$ cat src/design/stable_sorted_priority_queue_top_macros.svh
// Assertion macros shared by the priority queue RTL.
`ifndef STABLE_SORTED_PRIORITY_QUEUE_TOP_MACROS_SVH
`define STABLE_SORTED_PRIORITY_QUEUE_TOP_MACROS_SVH
`ifndef NO_ASSERTIONS
// Check an expression at every clock edge outside reset.
`define SSPQ_ASSERT_ALWAYS(lbl, expr, msg) \
  lbl: assert property (@(posedge clk) disable iff (!rst_n) (expr)) else $error(msg);
// Check that a condition implies a result in the following cycle.
`define SSPQ_ASSERT_NEXT(lbl, ante, cons, msg) \
  lbl: assert property (@(posedge clk) disable iff (!rst_n) (ante) |=> (cons)) \
    else $error(msg);
`else
`define SSPQ_ASSERT_ALWAYS(lbl, expr, msg)
`define SSPQ_ASSERT_NEXT(lbl, ante, cons, msg)
`endif
`endif

$ cat src/design/sspq_pkg.sv
// Types and constants of the sorted priority queue.
package sspq_pkg;

  localparam int QUEUE_DEPTH = 64;
  localparam int LEVEL_BITS  = 4;
  localparam int TAG_BITS    = 16;
  localparam int CNT_BITS    = $clog2(QUEUE_DEPTH + 1);
  localparam int OCC_BITS    = 7;

  typedef enum logic {
    KIND_INSERT = 1'b0,
    KIND_REMOVE = 1'b1
  } kind_t;

  typedef enum logic [1:0] {
    ST_INSERTED = 2'd0,
    ST_REMOVED  = 2'd1,
    ST_EMPTY    = 2'd2,
    ST_FULL     = 2'd3
  } status_t;

  typedef struct packed {
    kind_t                 kind;
    logic [TAG_BITS-1:0]   tag;
    logic [LEVEL_BITS-1:0] level;
  } in_item_t;

  typedef struct packed {
    status_t               status;
    logic [TAG_BITS-1:0]   head_tag;
    logic [LEVEL_BITS-1:0] head_level;
    logic [OCC_BITS-1:0]   occupancy;
  } out_item_t;

  // One stored entry, handed between neighboring cells.
  typedef struct packed {
    logic [TAG_BITS-1:0]   tag;
    logic [LEVEL_BITS-1:0] level;
  } entry_t;

  // Command broadcast to every cell of the row.
  typedef struct packed {
    logic   ins;
    logic   rem;
    entry_t item;
  } cell_cmd_t;

endpackage

$ cat src/design/sspq_cell.sv
// One cell of the sorted row: holds one entry and trades it with its neighbors.
module sspq_cell (
  input  logic               clk,
  input  sspq_pkg::cell_cmd_t cmd,
  input  logic               occ,
  input  logic               left_keep,
  input  sspq_pkg::entry_t   left_entry,
  input  sspq_pkg::entry_t   right_entry,
  output logic               keep,
  output sspq_pkg::entry_t   entry
);
  import sspq_pkg::*;

  entry_t entry_r;
  entry_t entry_nxt;

  // Keep this entry on insert when it sorts at or ahead of the new one
  assign keep  = occ && (entry_r.level <= cmd.item.level);
  assign entry = entry_r;

  // Select hold, new item, shift right on insert or shift left on remove
  always_comb begin
    entry_nxt = entry_r;
    if (cmd.ins) begin
      if (keep) begin
        entry_nxt = entry_r;
      end else if (left_keep) begin
        entry_nxt = cmd.item;
      end else begin
        entry_nxt = left_entry;
      end
    end else if (cmd.rem) begin
      entry_nxt = right_entry;
    end
  end

  always_ff @(posedge clk) begin
    entry_r <= entry_nxt;
  end

endmodule

$ cat src/design/stable_sorted_priority_queue_top.sv
// Top level of the stable sorted priority queue.
//
// Input channel in_valid/in_ready/in_data carries one command per transfer:
// an insert (tag and level) or a remove of the head entry. Output channel
// out_valid/out_ready/out_data returns exactly one result per command: the
// status, the removed tag and level (zero unless an entry was removed) and
// the occupancy after the command.
// Entries sit in a row of QUEUE_DEPTH cells kept sorted by level; equal
// levels leave in arrival order. An insert is broadcast to all cells, each
// cell keeps, takes the new entry or takes its left neighbor's entry; a
// remove shifts every cell one place toward the head.
// The result is in the output register in the cycle after the input
// transfer. Throughput: one command per cycle while the receiver keeps up,
// since the whole cell row updates on each transfer.
// Insert into a full queue drops the item and reports full; remove from an
// empty queue reports empty. Reset empties the queue at once, with no
// clearing pass. When the receiver stalls, the result holds in the output
// register and in_ready drops until it is taken.
`include "stable_sorted_priority_queue_top_macros.svh"
module stable_sorted_priority_queue_top (
  input  logic                 clk,
  input  logic                 rst_n,
  input  logic                 in_valid,
  output logic                 in_ready,
  input  sspq_pkg::in_item_t   in_data,
  output logic                 out_valid,
  input  logic                 out_ready,
  output sspq_pkg::out_item_t  out_data
);
  import sspq_pkg::*;

  logic [CNT_BITS-1:0] count_r;
  logic [CNT_BITS-1:0] count_nxt;
  logic                out_valid_r;
  logic                out_valid_nxt;
  out_item_t           out_data_r;
  out_item_t           out_data_nxt;

  logic      in_fire;
  logic      is_full;
  logic      is_empty;
  cell_cmd_t cmd;

  logic   [QUEUE_DEPTH-1:0] occ;
  logic   [QUEUE_DEPTH-1:0] keep;
  entry_t                   entries [QUEUE_DEPTH];

  assign in_ready = !out_valid_r || out_ready;
  assign in_fire  = in_valid && in_ready;
  assign is_full  = (count_r == CNT_BITS'(QUEUE_DEPTH));
  assign is_empty = (count_r == '0);

  // Build the command broadcast to the cell row
  always_comb begin
    cmd.ins        = in_fire && (in_data.kind == KIND_INSERT) && !is_full;
    cmd.rem        = in_fire && (in_data.kind == KIND_REMOVE) && !is_empty;
    cmd.item.tag   = in_data.tag;
    cmd.item.level = in_data.level;
  end

  // Instantiate the row of cells
  for (genvar i = 0; i < QUEUE_DEPTH; i++) begin : g_cell
    logic   left_keep;
    entry_t left_entry;
    entry_t right_entry;

    assign occ[i] = (CNT_BITS'(i) < count_r);

    if (i == 0) begin : g_head
      assign left_keep  = 1'b1;
      assign left_entry = cmd.item;
    end else begin : g_body
      assign left_keep  = keep[i-1];
      assign left_entry = entries[i-1];
    end

    if (i == QUEUE_DEPTH - 1) begin : g_tail
      assign right_entry = entries[i];
    end else begin : g_inner
      assign right_entry = entries[i+1];
    end

    sspq_cell u_cell (
      .clk         (clk),
      .cmd         (cmd),
      .occ         (occ[i]),
      .left_keep   (left_keep),
      .left_entry  (left_entry),
      .right_entry (right_entry),
      .keep        (keep[i]),
      .entry       (entries[i])
    );
  end

  // Advance the occupancy count
  always_comb begin
    count_nxt = count_r;
    if (cmd.ins) begin
      count_nxt = count_r + CNT_BITS'(1);
    end else if (cmd.rem) begin
      count_nxt = count_r - CNT_BITS'(1);
    end
  end

  // Form the result and load it on transfer, drop valid once taken
  always_comb begin
    out_valid_nxt = out_valid_r;
    out_data_nxt  = out_data_r;
    if (out_valid_r && out_ready) begin
      out_valid_nxt = 1'b0;
    end
    if (in_fire) begin
      out_valid_nxt           = 1'b1;
      out_data_nxt.head_tag   = '0;
      out_data_nxt.head_level = '0;
      out_data_nxt.occupancy  = OCC_BITS'(count_nxt);
      if (in_data.kind == KIND_INSERT) begin
        out_data_nxt.status = is_full ? ST_FULL : ST_INSERTED;
      end else if (is_empty) begin
        out_data_nxt.status = ST_EMPTY;
      end else begin
        out_data_nxt.status     = ST_REMOVED;
        out_data_nxt.head_tag   = entries[0].tag;
        out_data_nxt.head_level = entries[0].level;
      end
    end
  end

  always_ff @(posedge clk) begin
    if (!rst_n) begin
      count_r     <= '0;
      out_valid_r <= 1'b0;
    end else begin
      count_r     <= count_nxt;
      out_valid_r <= out_valid_nxt;
    end
  end

  always_ff @(posedge clk) begin
    out_data_r <= out_data_nxt;
  end

  assign out_valid = out_valid_r;
  assign out_data  = out_data_r;

  `SSPQ_ASSERT_ALWAYS(a_count_bound, count_r <= CNT_BITS'(QUEUE_DEPTH), "count beyond depth")
  `SSPQ_ASSERT_ALWAYS(a_occ_match, !out_valid_r || (out_data_r.occupancy == OCC_BITS'(count_r)), "occupancy differs from count")
  `SSPQ_ASSERT_NEXT(a_fire_result, in_fire, out_valid_r, "accepted command gave no result")
  `SSPQ_ASSERT_NEXT(a_remove_count, cmd.rem, count_r == $past(count_r) - CNT_BITS'(1), "remove did not drop count")
  `SSPQ_ASSERT_NEXT(a_full_hold, in_fire && is_full && (in_data.kind == KIND_INSERT), count_r == $past(count_r) && out_data_r.status == ST_FULL, "full insert changed queue")

endmodule
$ cat config.mk
export PLATFORM = sky130hd
export DESIGN_NAME = stable_sorted_priority_queue_top
export DESIGN_NICKNAME = d
export VERILOG_FILES = /design/src/design/sspq_pkg.sv /design/src/design/sspq_cell.sv /design/src/design/stable_sorted_priority_queue_top.sv
export VERILOG_INCLUDE_DIRS = /design/src /design/src/design
export SDC_FILE = /design/constraint.sdc
export NUM_CORES = 2
export LEC_CHECK = 0
export BUFFER_PORTS_ARGS = -buffer_cell sky130_fd_sc_hd__buf_2
export CAP_MARGIN = 5
export CORE_MARGIN = 4
export CORE_UTILIZATION = 35
export DETAILED_ROUTE_END_ITERATION = 8
export GPL_TIMING_DRIVEN = 0
export SKIP_CTS_REPAIR_TIMING = 1
export SYNTH_ARGS = -nofsm -noshare
export SYNTH_HDL_FRONTEND = slang
export SYNTH_SLANG_ARGS = --single-unit
$ cat constraint.sdc
create_clock -name clk -period 7.56 [get_ports clk]
set_clock_uncertainty 0.1 [all_clocks]
set_input_delay 1.512 -clock clk [delete_from_list [all_inputs] [get_ports clk]]
set_output_delay 1.512 -clock clk [all_outputs]
set_load 0.02 [all_outputs]
Word level (Yosys, flattened, before mapping)
Index checks and enable logic that the tools add are counted.

cells by class
  $add $sub $neg = 2
  $lt $le $gt $ge = 128
  equality and inequality tests = 64
  multiplexer cells = 259
  bitwise gates (word level) = 2
  reduce and logical (&&, ||, !) cells = 142

operators with widths
  cell                   count
  $mux W20               252
  $le A4 B4 Y1           64
  $lt A6 B7 Y1 const A   32
  $reduce_and A2 Y1      64
  $ne A2 B2 Y1 const B   63
  $lt A5 B7 Y1 const A   16
  $logic_and A1 B1 Y1    70
  $lt A4 B7 Y1 const A   8
  $lt A3 B7 Y1 const A   4
  $lt A1 B7 Y1 const A   2
  $lt A2 B7 Y1 const A   2
  $mux W7                2
  $add A7 B1 Y7 const B  1
  $eq A7 B7 Y1 const B   1
  $logic_not A7 Y1       1
  $sub A7 B1 Y7 const B  1
  $mux W2                3
  $reduce_bool A2 Y1     2
  $logic_not A1 Y1       3
  $mux W1                2
  $not A1 Y1             2
  $reduce_or A2 Y1       1
  $logic_or A1 B1 Y1     1

storage, ports and cells
  flip-flop bits (word level) = 1317
  input port bits = 25
  output and inout port bits = 31
  logic and storage cells = 731

Depth between registers and ports, before layout
  depth after elaboration = 7
  depth in mapped cells = 13
  gate-level depth less buffers = 7

Modules after synthesis
Synthesis repeated with hierarchy kept, for this count alone.

unflattened totals
  cell total of the unflattened synthesis = 7099
  area total of the unflattened synthesis = 76308.2 um^2

modules (own cells, without submodules)
  module                            instances  cells each  area each (um^2)  sequential area each (um^2)
  sspq_cell                         64         107         1157.4            600.6
  stable_sorted_priority_queue_top  1          251         2237.1            1031.0

Worst setup path after synthesis
No wires, ideal clock.

  path kind = input -> register
  start = in in_data[3] (netlist name)
  end = reg g_cell[39].u_cell.entry_r, in the netlist g_cell[39].u_cell.entry[0], enable pin
  arrival time = 5.440 ns
  path slack = 1.595 ns
  cell stages on the path = 8
  path through = clkbuf_1 inv_1 ha_1 nand4_1 a22oi_1 a21boi_1 buf_1 o21ai_0

between the ends
  longest elaborated chain between the ends = 4

RTL lines
  what                                RTL line                                source
  start: declaration                  stable_sorted_priority_queue_top.sv:25  input sspq_pkg::in_item_t in_data,
  $le A4 B4 Y1                        sspq_cell.sv:18                         assign keep = occ && (entry_r.level <= cmd.item.level);
  $logic_and A1 B1 Y1                 sspq_cell.sv:18
  $ne A2 B2 Y1 (no source line)       -
  $reduce_and A2 Y1 (no source line)  -
  end signal: assignment              sspq_cell.sv:38                         entry_r <= entry_nxt;
  end: declaration                    sspq_cell.sv:14                         entry_t entry_r;

No other way between the ends.
A chain may end at the register's enable or synchronous reset.

Final worst setup path
  start = reg count_r[0]
  end = reg g_cell[55].u_cell.entry_r, in the netlist g_cell[55].u_cell.entry[17], enable pin

between the ends
  longest elaborated chain between the ends = 5
  elaborated cells between the ends (all ways) = 11
  those cells by class = 1 x order compare; 2 x eq/ne; 8 x reduce/logical

RTL lines
  what                                                  RTL line                                 source
  start: declaration                                    stable_sorted_priority_queue_top.sv:32   logic [CNT_BITS-1:0] count_r;
  start signal: assignment                              stable_sorted_priority_queue_top.sv:134  count_r <= count_nxt;
  branches (longest 4 deep; another with $lt A6 B7 Y1)  -
  $reduce_and A2 Y1 (no source line) *                  -
  end signal: assignment                                sspq_cell.sv:38
  end: declaration                                      sspq_cell.sv:14

Mark *: on every way between the ends.

==> summary.txt <==
Status -> finished, violations left
Failing checks -> capacitance limit, slew limit
Power share of the clock group -> 32.7%
Post-synthesis compound-gate area fraction -> 18.9%
Slew HR -> -8.10%
Crit path cell chain -> clkbuf_1 > inv_1 > ha_1 > inv_1 > nor3_4 > nor2_1 > buf_2 > clkbuf_1 > clkbuf_1 > a21o_1
Sw Pwr -> 7.24 mW
Final WL -> 296 mm
Core Region -> 0.207 mm2
Post-DRT Antenna Nets -> 0
Gate Count Post-Synth -> 6807
CP startpoint -> count_r[0]
Critical Path Most Common Cell -> clkbuf_1
Fillers -> 20200
First-pass GRT wire length -> 419 mm
Setup violators final -> 0
CTS sink count -> 1317
Ys async rst share -> 0%
RSZ-0062 raised after global routing -> no
Nets -> 7346
Clock-pin slew of the registers on the worst-case setup and hold paths -> 0.07 ns
DR WL/cell -> 29.6 um
Highest-delay cell along the critical path -> clkbuf_1
Worst path required time -> 7.87 ns
Dpl cells -> 9691
Max-cap viol count -> 3
Largest area contributor in the netlist -> edfxtp_1
CTS Root Cell -> clkbuf_16
Initial antenna violation count -> 9
CTS tree -> done
Arr. time, crit path -> 6.75 ns
Final HPWL DP -> 222 mm
Synth Flop Type -> edfxtp_1
Vias after detailed routing -> 61400
P_leak -> 29.4 nW
Reg2Reg Depth -> 10
TritonCTS buffer count -> 154
GPL Wtd Cong -> 0.959
WP depth -> 10
Final setup margin -> 1.12 ns
Combinational Power Share -> 20.8%
Power Internal -> 15.2 mW
Total global-route track usage -> 26.4%
Pwr Density -> 273 mW/mm2
Post-route cell area -> 0.0823 mm2
Adder-cell area share of the yosys netlist -> 4.45%
PortBufs -> 54
Fmax -> 0.155 GHz
Maximum clock insertion buffer count -> 3
First DRT Iteration DRCs -> 8380
Delay-heaviest family, CP -> buffers and inverters
Final hold viol count -> 0
Placed Instance Area -> 0.0774 mm2
Die span in x -> 464 um
Total die area -> 0.216 mm2
Multi-input logic area -> 0.0299 mm2
EDFF count, synth -> 1309
Clk_lat worst skew -> 0.83 ns
Min-Delay Startpoint -> g_cell[63].u_cell.entry[14]
Tcrit/Tclk final -> 85.1%
First-pass DRT Iterations -> 8
Worst setup EP type -> flop
Share of cells above drive strength 1 -> 8.19%
Crit start category -> flop
Pin count of the biggest net entering global routing -> 44
Synth area leaders -> edfxtp_1 (54%), o211ai_1 (13%), nand2_1 (6.5%)
Vert. Die Dim -> 464 um
Synth Warn # -> 0
Sequential Area -> 0.0395 mm2
Mapped cell area -> 0.0729 mm2
Num ports -> 56
Synth Area in Simple Gates -> 13.3%
Maximum VDD drop -> 0.249 mV
Fin Setup TNS -> 0 ns
Count of pins over their slew limit -> 32
Sequential power share -> 46.5%
Num rows -> 167
Syn-to-layout area delta -> 12.9%
Reg-to-Reg Start -> count_r[0]
Pre-CTS setup slack -> 0.844 ns
XOR/XNOR Fraction of Synth Area -> 0.0481%
Syn Area/Cell -> 10.7 um2
Largest family of logic cells by synthesized area -> compound AO/OA/AOI/OAI gates
Least-Margin Pin Slew -> 1.62 ns
Setup Crit Path Kind -> reg -> reg
Post-Layout Cell Count -> 9973
Max FO, Critical Path -> 20
Number of H-tree levels -> 4
Vias per std cell -> 6.16
#FFs+latches synth -> 1317
WP buf/inv -> 6
Total grt overflow -> 0
Starting Density -> 35.2%
Post-synthesis mux area share -> 4.16%
Worst hold path class -> reg -> reg
Min Tclk post-route -> 6.44 ns
Hold Path Cell Cnt -> 2
Sequential-to-total area share from yosys stat -> 54.2%
Netlist cell types -> 61
Share of the synthesized area in the top cell type -> 53.9%
Vias in the first global route -> 59400
Drt drc -> 0
Sw Ratio -> 32.3%
Largest stage delay, worst path -> 1.14 ns
Synth Net Count -> 7091
==> registers in the layout, indices dropped and copies added (netlist names) <==
signal and count:
g_cell.u_cell.entry 1280, out_data 29, count_r 7, out_valid 1
==> cell families after synthesis <==
logic type,count (synthesis)
xor+xnor,4
compound gates,1964
fa+ha+maj,259
buf+inv,784
simple gates,2176
flops,1317
mux,303
==> final timing paths <==
kind	to	slack, ns
setup reg to reg	g_cell[55].u_cell.entry[17]	1.12
setup / recovery	g_cell[55].u_cell.entry[17]	1.12
hold / removal	g_cell[62].u_cell.entry[14]	0.46
hold reg to reg	g_cell[62].u_cell.entry[14]	0.46
==> cell usage in the layout (no fill, tap or decap), types with 14 or more instances in the layout <==
cell type     n
clkbuf_16   156
buf_1        19
nand4_1      40
clkinv_2     17
or2_2        22
o211ai_1   1264
mux2i_1     303
clkinv_1     31
and3_1       19
o221ai_1     45
buf_4        86
buf_2       148
a21oi_1     101
edfxtp_1   1309
a21o_1       27
nand3_1     538
o21ai_2      26
nor3b_1      19
nand4b_1     22
o21ai_1      14
nor2_1       79
ha_1        259
nor2b_1      31
and4_1       25
clkbuf_1    497
inv_1        77
buf_8        36
a221o_1      59
buf_6        29
nand2_1    1271
o21ai_0     336
o21a_1       30
clkbuf_2     21
and2_1       79
==> per-layer routing <==
metal,GRT usage (%),vias to the layer above,share of wire (%)
li1,-,26700,-
met1,34.2,30300,39
met2,40.0,3696,43
met3,6.09,742,11
met4,16.0,4,7.1
met5,0,-,0.010
==> power by group through the flow <==
stage | Clock [mW] | Combinational, mW | Sequential [mW]
after global placement | 0 | 4.29 | 10.6
after floorplan | 0 | 2.92 | 10.2
after CTS | 7.37 | 4.55 | 10.4
final | 7.34 | 4.66 | 10.4
after global routing | 7.69 | 5.02 | 10.5
after detailed placement | 0 | 4.53 | 10.5
==> worst register-to-register path, stage by stage (launching register included) <==
cell	delay (ns)
dfxtp_1	0.45
clkbuf_1	0.45
inv_1	0.21
ha_1	0.29
inv_1	0.18
nor3_4	0.08
nor2_1	0.93
buf_2	0.41
clkbuf_1	0.97
clkbuf_1	1.15
a21o_1	0.79
==> synthesized netlist by cell type (9+ instances only) <==
cell	number
edfxtp_1	1309
nand2_1	1271
o211ai_1	1264
nand3_1	538
clkbuf_1	479
o21ai_0	362
mux2i_1	303
ha_1	259
a21oi_1	102
buf_2	95
buf_4	82
inv_1	81
and2_1	79
nor2_1	79
a221o_1	59
o221ai_1	45
nand4_1	40
nor2b_1	31
o21a_1	30
buf_6	28
a21o_1	27
and4_1	25
nand4b_1	22
or2_2	22
and3_1	19
buf_1	19
nor3b_1	19
o21ai_1	14
nand2b_1	9
==> cell type report <==
type,instances,area share [%]
tap,2788,4.24
buffer,703,4.01
sequential,1317,48.0
clock buffer,195,4.92
timing repair buffer,99,1.20
antenna,6,0.0183
clock inverter,78,0.868
inverter,81,0.379
multi-input combinational,4706,36.4
==> through the flow <==
stage	hold WS (ns)	total power [mW]	utilization [%]
6_report	0.456	22.4	39.7
2_1_floorplan	0.414	13.1	-
3_5_place_dp	0.436	15.1	37.4
3_3_place_gp	0.430	14.8	37.0
4_1_cts	0.452	22.3	39.7
5_1_grt	0.469	23.2	39.7
No activity file was read; power rests on OpenSTA's default activity.
